### config.mk
export PLATFORM = sky130hd
export DESIGN_NAME = ttmh_ctrl
export DESIGN_NICKNAME = d
export VERILOG_FILES = /design/src/ttmh_pkg.sv /design/src/ttmh_ctrl.sv
export SDC_FILE = /design/constraint.sdc
export NUM_CORES = 1
export LEC_CHECK = 0
export BUFFER_PORTS_ARGS = -buffer_cell sky130_fd_sc_hd__buf_2
export CORE_AREA = 10 10 47 49
export DETAILED_ROUTE_END_ITERATION = 8
export DIE_AREA = 0 0 57 59
export PLACE_DENSITY_LB_ADDON = 0.1
export SETUP_SLACK_MARGIN = 0.15
export SYNTH_ARGS = -nofsm -noshare
export SYNTH_HDL_FRONTEND = slang
export SYNTH_SLANG_ARGS = --single-unit
### constraint.sdc
create_clock -name clk_i -period 2.8 [get_ports clk_i]
set_clock_uncertainty 0.15 [all_clocks]
set_input_delay 0.56 -clock clk_i [delete_from_list [all_inputs] [get_ports clk_i]]
set_output_delay 0.56 -clock clk_i [all_outputs]
set_load 0.01 [all_outputs]
### src/ttmh_pkg.sv
// shared types and constants of the travel time mean and histogram block
`default_nettype none

package ttmh_pkg;

  localparam int unsigned TT_W      = 10;
  localparam int unsigned FRAC_W    = 16;
  localparam int unsigned MEAN_W    = 26;
  localparam int unsigned SHARE_W   = 17;
  localparam int unsigned RATE_W    = 17;
  localparam int unsigned TOTAL_W   = 32;
  localparam int unsigned CFG_W     = 17;
  localparam int unsigned CFG_IDX_W = 1;

  // mean * count + sample stays below 2^58
  localparam int unsigned DIVD_W  = 58;
  localparam int unsigned DIVR_W  = 33;
  localparam int unsigned REM_W   = DIVR_W + 1;
  localparam int unsigned PRODB_W = TT_W + RATE_W;
  localparam int unsigned BLEND_W = MEAN_W + FRAC_W + 1;
  localparam int unsigned STEP_W  = $clog2(DIVD_W);

  localparam logic [RATE_W-1:0]  RATE_ONE  = RATE_W'(65536);
  localparam logic [SHARE_W-1:0] SHARE_MAX = SHARE_W'(65536);
  localparam logic [MEAN_W-1:0]  MEAN_MAX  = MEAN_W'(1023 * 65536);
  localparam logic [RATE_W-1:0]  RATE_RST  = RATE_W'(6554);

  typedef enum logic [0:0] {
    CMD_INSERT = 1'b0,
    CMD_QUERY  = 1'b1
  } cmd_e;

  typedef enum logic [0:0] {
    MODE_CUMUL = 1'b0,
    MODE_BLEND = 1'b1
  } mode_e;

  typedef enum logic [CFG_IDX_W-1:0] {
    REG_COST_MODE = 1'b0,
    REG_EWMA_RATE = 1'b1
  } cfg_idx_e;

  typedef enum logic [2:0] {
    ST_CLEAR,
    ST_IDLE,
    ST_READ,
    ST_MUL,
    ST_LOAD,
    ST_DIV,
    ST_DONE
  } ctrl_state_e;

  typedef struct packed {
    cmd_e            cmd;
    logic [TT_W-1:0] travel_time;
  } in_item_t;

  typedef struct packed {
    logic [MEAN_W-1:0]  mean_q16;
    logic [SHARE_W-1:0] share_q16;
    logic               no_samples;
  } out_item_t;

  typedef struct packed {
    logic accept;
    logic clear_step;
    logic ram_read;
    logic mul_en;
    logic div_load;
    logic div_step;
    logic finish;
  } dp_cmd_t;

  typedef struct packed {
    logic is_query;
    logic is_ewma;
    logic total_zero;
    logic div_last;
    logic clear_last;
    logic out_free;
  } dp_stat_t;

endpackage

`default_nettype wire

### src/ttmh_ctrl.sv
// controller state machine sequencing clear, read, multiply, divide and output
`default_nettype none

module ttmh_ctrl import ttmh_pkg::*; (
  input  wire logic     clk_i,
  input  wire logic     rst_ni,
  input  wire logic     in_valid_i,
  output logic          in_ready_o,
  input  wire dp_stat_t stat_i,
  output dp_cmd_t       cmd_o
);

  ctrl_state_e state_q, state_d;

  always_ff @(posedge clk_i or negedge rst_ni) begin
    if (!rst_ni) begin
      state_q <= ST_CLEAR;
    end else begin
      state_q <= state_d;
    end
  end

  always_comb begin
    state_d = state_q;
    case (state_q)
      ST_CLEAR: begin
        if (stat_i.clear_last) state_d = ST_IDLE;
      end
      ST_IDLE: begin
        if (in_valid_i) state_d = ST_READ;
      end
      ST_READ: begin
        state_d = ST_MUL;
      end
      ST_MUL: begin
        // empty query needs no division
        if (stat_i.is_query && stat_i.total_zero) state_d = ST_DONE;
        else                                      state_d = ST_LOAD;
      end
      ST_LOAD: begin
        if (stat_i.is_ewma) state_d = ST_DONE;
        else                state_d = ST_DIV;
      end
      ST_DIV: begin
        if (stat_i.div_last) state_d = ST_DONE;
      end
      ST_DONE: begin
        if (stat_i.out_free) state_d = ST_IDLE;
      end
      default: begin
        state_d = ST_IDLE;
      end
    endcase
  end

  always_comb begin
    cmd_o            = '0;
    in_ready_o       = 1'b0;
    case (state_q)
      ST_CLEAR: begin
        cmd_o.clear_step = 1'b1;
      end
      ST_IDLE: begin
        in_ready_o   = 1'b1;
        cmd_o.accept = in_valid_i;
      end
      ST_READ: begin
        cmd_o.ram_read = 1'b1;
      end
      ST_MUL: begin
        cmd_o.mul_en = 1'b1;
      end
      ST_LOAD: begin
        cmd_o.div_load = 1'b1;
      end
      ST_DIV: begin
        cmd_o.div_step = 1'b1;
      end
      ST_DONE: begin
        cmd_o.finish = stat_i.out_free;
      end
      default: begin
        cmd_o = '0;
      end
    endcase
  end

endmodule

`default_nettype wire

; ---- After elaboration in Yosys (flattened, before gate mapping)
; Index checks and enable logic that the tools add are counted.
[word_totals]
inputBits = 9
word_cells = 29
reg_bits = 3
out_inout_bits = 8
[op_classes]
n_reduce_logical = 3
n_eq_ne = 10
muxes = 15
[op_table]
columns = op, n
row1 = 3-bit one-hot mux with 7 select lines, 1
row2 = 3-bit two-way mux, 4
row3 = 3-bit equality test (second input constant), 3
row4 = 1-bit two-way mux, 8
row5 = 2-bit != test (second input constant), 4
row6 = 3-bit by 2-bit equality test with 1-bit output (second input constant), 2
row7 = 2-bit two-way mux, 2
row8 = 4-bit AND reduction, 1
row9 = 3-bit by 1-bit equality test with 1-bit output (second input constant), 1
row10 = 3-bit zero test, 1
row11 = 1-bit logical AND, 1

; ---- Longest topological paths before layout
; Gate-level depths: netlist of run 1.
[logic_depth]
word_depth = 3
depth_mapped = 4
mapped_depth_nobuf = 3

; ---- Least setup slack after synthesis of run 1
; OpenSTA, ideal clock, no wires.
[synth_path]
path_type = flip-flop to output port
startpoint = reg state_q[1]
endpoint = out cmd_o[6] (netlist bit)
required_ns = 2.090
t_arrival_ns = 1.116
path_buffers = 1
stages_incl_launch_ff = 4
path_slack_ns = 0.974
cell_sequence = dfrtp_1 -> buf_2 -> nor3b_1 -> and2_1
[synth_lines]
columns = item, line
row1 = start: declaration, ttmh_ctrl.sv:13  ; ctrl_state_e state_q, state_d;
row2 = start signal: assignment, ttmh_ctrl.sv:19  ; state_q <= state_d;
row3 = end: declaration, ttmh_ctrl.sv:10  ; output dp_cmd_t cmd_o

==> metrics.cfg, run 1 <==
[outcome]
status = finished clean

[setup_path]
path_buf_inv = 1
worstSetupEndpointType = primary output
reg2reg_depth = 3
cp.depth = 3
r2r_start = state_q[2]
cpLargestDelayFamily = flip-flops
path_class = flop to primary output
cp_slowest_cell = dfrtp_1
path_max_fanout = 13
cp-startpoint = state_q[0]
arrival_ns = 1.31
cp.required_ns = 2.09
worstPathCellList = nor3b_1, and2_1, buf_2
crit_path_max_incr_delay_ns = 0.53
cp-start-kind = flop

[floorplan]
dieHeight_um = 59
start_util = 0.1795
die-area_um2 = 3363
core_area_um2 = 1401
fp.dieW_um = 57
ioPinCount = 17
rows = 14

[sta]
setup_tns_ns = 0
tightest_slew_ns = 0.3511
hold_viol_final = 0
setup_viol = 0
finalCritPeriodShare = 0.7213
fmax_ghz = 0.4951
rsz0062_at_grt = false
finalMaxSlewViolations = 0
hold_ws_ns = 0.5068
post-route-min-period_ns = 2.020
worst_slew_margin_rel = 0.7659

[logic_synthesis]
synth_area_leaders = dfrtp_1, nand2_1, nor3_1
synthCells = 31
yosysUniqueCellTypes = 20
synth_top_area_cell = dfrtp_1
synth.top_cell.area_share = 0.2985
avgSynthCellArea_um2 = 8.113
syn-num-nets = 40
ys.warnings.count = 0
ys_seq_elements = 3
syn_area_um2 = 251.5
seq_area_frac_synth = 0.2985

[global_route]
antenna_found_initial = 0
grt_pass1_vias = 286
grt_pass1_wl_mm = 1.297
grt_usage = 0.04807
grt_start_max_net_pins = 14
globalRoute.totalOverflow = 0

[clock_network]
clk_pin_slew_worst_paths_ns = 0.04
cts.sink_count = 3
root_buffer = clkbuf_4
holdBufCountCts = 1
numCtsBuffers = 3
post_cts_buffers = 0
clock_path_buffers = 2
insertion_delay_ns = 0.23
cts_tree = yes
cts.repair.resized = 0
cts_max_level = 1

[pwr]
p_seq_frac = 0.323
ir_drop_mv = 0.4073
intPower_mw = 0.2199
switchingPower_mw = 0.1812
p_leak_nw = 0.1857
power_frac_comb = 0.492
total_power_mw = 0.4011
clkPwrFrac = 0.185
power_density_nw_per_um2 = 1102
p_sw_frac = 0.4517

[place]
place.gp.congestion = 0.6848
io_buffers = 16

[final_layout]
regMostFlops = state_q
largest_reg_flops = 3
syn_to_final_growth_pct = 44.78
drive_gt1_frac = 0.4490
nets = 59
top_regs = state_q: 3 flops
num_antenna_cells = 0

[flow_run]
drv_cap = 0

[route]
first_pass_iters = 4
wl_um = 781
drtIter0Drc = 6
ant_nets = 0
vias = 279
remaining_drc_errors = 0
wire_per_inst_um = 12.02
via_per_inst = 4.292

[hold_path]
hold_path.class = primary input to asynchronous set/reset pin

path summary, 6_finish.rpt:
| path | endpoint | slack [ns] |
|---|---|---|
| min reg2reg | state_q[2] | 0.60 |
| max | cmd_o[6] | 0.78 |
| min in group clk_i | state_q[0] | 0.52 |
| max in group asynchronous | state_q[0] | 1.89 |
| min | state_q[1] | 0.51 |
| max reg2reg | state_q[0] | 1.33 |
synthesized netlist by cell type (all sizes together):
cell type / number
nand2: 5
buf: 3
dfrtp: 3
nor2: 3
nor3: 3
o21ai: 2
a2111oi: 1
a211oi: 1
a21o: 1
a21oi: 1
a31o: 1
and2: 1
and3: 1
inv: 1
mux2i: 1
nand2b: 1
nor3b: 1
o31ai: 1
routing by layer:
| layer | GRT usage | part of all wire | vias up |
|---|---|---|---|
| met1 | 0.05137 | 0.45 | 124 |
| li1 | - | - | 146 |
| met3 | 0.01931 | 0.074 | 0 |
| met4 | 0.04027 | 0 | 0 |
| met2 | 0.07287 | 0.48 | 9 |
| met5 | 0 | 0 | - |
final cells by class:
cell class	count	area, um^2
clock buffers	4	26.28
fillers	175	1037
inverters	1	3.754
multi-input cells	24	148.9
flip-flops and latches	3	75.07
well taps	16	20.02
repair buffers	17	90.09
per-stage QoR:
step,area [um^2],utilization,setup WS [ns],std cells
after floorplan,251.5,-,0.9744,31
after global placement,327.8,0.2339,1.031,60
after detailed placement,327.8,0.2339,1.029,60
after CTS,364.1,0.2598,0.7687,65
after global routing,364.1,0.2598,0.6246,65
final,364.1,0.2598,0.7804,65
power groups by stage:
stage	registers [mW]	logic [mW]	clock network [mW]
finish	0.130	0.197	0.0740
floorplan	0.0780	0.206	0
global route	0.138	0.225	0.0795
detailed placement	0.129	0.201	0
CTS	0.129	0.203	0.0794
global placement	0.129	0.202	0
layout by cell type, fill, tap and decap left out, types with 2 or more instances in the layout:
master	netlist	layout
nand2_1	5	5
dfrtp_1	3	3
clkbuf_4	0	3
nor3_1	3	3
nor2_1	3	3
o21ai_0	2	2
buf_2	1	16
logic make-up (layout without fill, tap and decap cells):
kind of cell,count (synthesis),after routing,synth area share
multiplexers,1,1,0.03980
AO/OA/AOI/OAI,8,8,0.2686
buffers and inverters,4,22,0.1094
flip-flops,3,3,0.2985
AND/OR/NAND/NOR,15,15,0.2836
Power figures use the tool's default switching activity.
==> run 2, diff against run 1 <==
==> constraint.sdc (replaced) <==
create_clock -name clk_i -period 1.96 [get_ports clk_i]
set_clock_uncertainty 0.15 [all_clocks]
set_input_delay 0.392 -clock clk_i [delete_from_list [all_inputs] [get_ports clk_i]]
set_output_delay 0.392 -clock clk_i [all_outputs]
set_load 0.01 [all_outputs]
==> metrics.cfg, run 2 (synthesis gave the netlist of run 1 again) <==
[final_layout]
top_regs = state_q: 3 flops  ; unchanged
drive_gt1_frac = 0.5510  ; was 0.4490
largest_reg_flops = 3  ; unchanged
num_antenna_cells = 0  ; unchanged
final_cell_mix = buf_2, nand2_1  ; unchanged
design_area_um2 = 377.9  ; was 364.1 um^2
nets = 59  ; unchanged
regMostFlops = state_q  ; unchanged
layout_commonest_cell = buf_2  ; unchanged
syn_to_final_growth_pct = 50.25  ; was 44.78%

[clock_network]
insertion_delay_ns = 0.23  ; about the same
cts_tree = yes  ; unchanged
clk_pin_slew_worst_paths_ns = 0.04  ; about the same
clock_path_buffers = 2  ; unchanged
root_buffer = clkbuf_4  ; unchanged
cts.sink_count = 3  ; unchanged
cts_max_level = 1  ; unchanged
numCtsBuffers = 3  ; unchanged

[place]
place_area_um2 = 327.8  ; unchanged
pre_cts_slack_ns = 0.3573  ; was 1.029 ns
place.gp.congestion = 0.6848  ; unchanged
io_buffers = 16  ; unchanged

[floorplan]
ioPinCount = 17  ; unchanged
dieHeight_um = 59  ; unchanged
rows = 14  ; unchanged
core_area_um2 = 1401  ; unchanged
die-area_um2 = 3363  ; unchanged
start_util = 0.1795  ; unchanged
fp.dieW_um = 57  ; unchanged

[route]
drtIter0Drc = 4  ; was 6
vias = 276  ; was 279
wl_um = 789  ; was 781 um
remaining_drc_errors = 0  ; unchanged
via_per_inst = 4.246  ; was 4.292
first_pass_iters = 2  ; was 4
ant_nets = 0  ; unchanged
wire_per_inst_um = 12.14  ; was 12.02 um

[sta]
setup_ws_ns = 0.2289  ; was 0.7804 ns
finalMaxSlewViolations = 0  ; unchanged
fmax_ghz = 0.5777
tightest_slew_ns = 0.2720  ; was 0.3511 ns
setup_tns_ns = 0  ; unchanged
rsz0062_at_grt = false  ; unchanged
finalCritPeriodShare = 0.8832
setup_viol = 0  ; unchanged
post-route-min-period_ns = 1.731
worst_slew_margin_rel = 0.8171  ; was 0.7659
hold_viol_final = 0  ; unchanged

[setup_path]
cp.required_ns = 1.42  ; was 2.09 ns
r2r_start = state_q[2]  ; unchanged
worstSetupEndpointType = primary output  ; unchanged
arrival_ns = 1.19  ; was 1.31 ns
path_class = flop to primary output  ; unchanged
path_max_fanout = 11  ; was 13
reg2reg_depth = 3  ; unchanged
cp-start-kind = flop  ; unchanged
cp-startpoint = state_q[2]  ; was state_q[0]

[pwr]
ir_drop_mv = 0.6264  ; was 0.4073 mV
power_density_nw_per_um2 = 1581  ; was 1102 nW/um^2
p_leak_nw = 0.1832  ; was 0.1857 nW
total_power_mw = 0.5974  ; was 0.4011 mW

[hold_path]
hold_path.class = primary input to asynchronous set/reset pin  ; unchanged

[global_route]
grt_pass1_vias = 291  ; was 286
grt_usage = 0.04807  ; unchanged
grt_start_max_net_pins = 14  ; unchanged
grt_pass1_wl_mm = 1.304  ; was 1.297 mm
globalRoute.totalOverflow = 0  ; unchanged
antenna_found_initial = 0  ; unchanged

[flow_run]
drv_cap = 0  ; unchanged

[outcome]
status = finished clean  ; unchanged

-- run 2: final timing paths --
| kind | slack (ns) | to |
|---|---|---|
| max in group asynchronous | 1.21 | state_q[0] |
| hold reg to reg | 0.51 | state_q[2] |
| setup reg to reg | 0.62 | state_q[0] |
| min in group clk_i | 0.35 | state_q[0] |
| setup / recovery | 0.23 | cmd_o[3] |
| hold / removal | 0.34 | state_q[1] |
-- run 2: layout make-up --
type | count | area (um^2)
Clock buffer | 4 | 26.28
Fill cell | 173 | 1023
Inverter | 1 | 3.754
Multi-Input combinational cell | 24 | 158.9
Timing Repair Buffer | 17 | 90.09
Sequential cell | 3 | 78.83
Tap cell | 16 | 20.02
-- run 2: power by group --
group | leakage [nW] | internal (mW) | switching [mW]
logic | 0.135 | 0.155 | 0.138
clock network | 0.0150 | 0.0762 | 0.0300
registers | 0.0330 | 0.101 | 0.0975
total | 0.183 | 0.332 | 0.265
-- run 2: critical path, cell delays in order, from the launching register on --
cell and delay (ns):
dfrtp_2 0.48, inv_1 0.14, and3_4 0.21, buf_2 0.13
-- run 2: per-stage QoR --
| step | cells | hold slack (ns) | util |
|---|---|---|---|
| floorplan | 31 | -0.05359 | - |
| global placement | 60 | 0.04074 | 0.2339 |
| detailed placement | 60 | 0.03914 | 0.2339 |
| CTS | 65 | 0.3373 | 0.2616 |
| global route | 65 | 0.3534 | 0.2696 |
| finish | 65 | 0.3385 | 0.2696 |
-- run 2: timing repair --
action,in CTS,in global routing
resized for setup,2,3
setup buffers,0,0
hold buffers,1,0
endpoints found under the setup margin,2,3
hold endpoints to repair,3,0
-- run 2: per-layer routing --
| layer | up-vias | track usage | wire (um) |
|---|---|---|---|
| li1 | 144 | - | - |
| met1 | 123 | 0.05257 | 358 |
| met2 | 9 | 0.07132 | 373 |
| met3 | 0 | 0.01931 | 58 |
| met4 | 0 | 0.04027 | 0 |
| met5 | - | 0 | 0 |
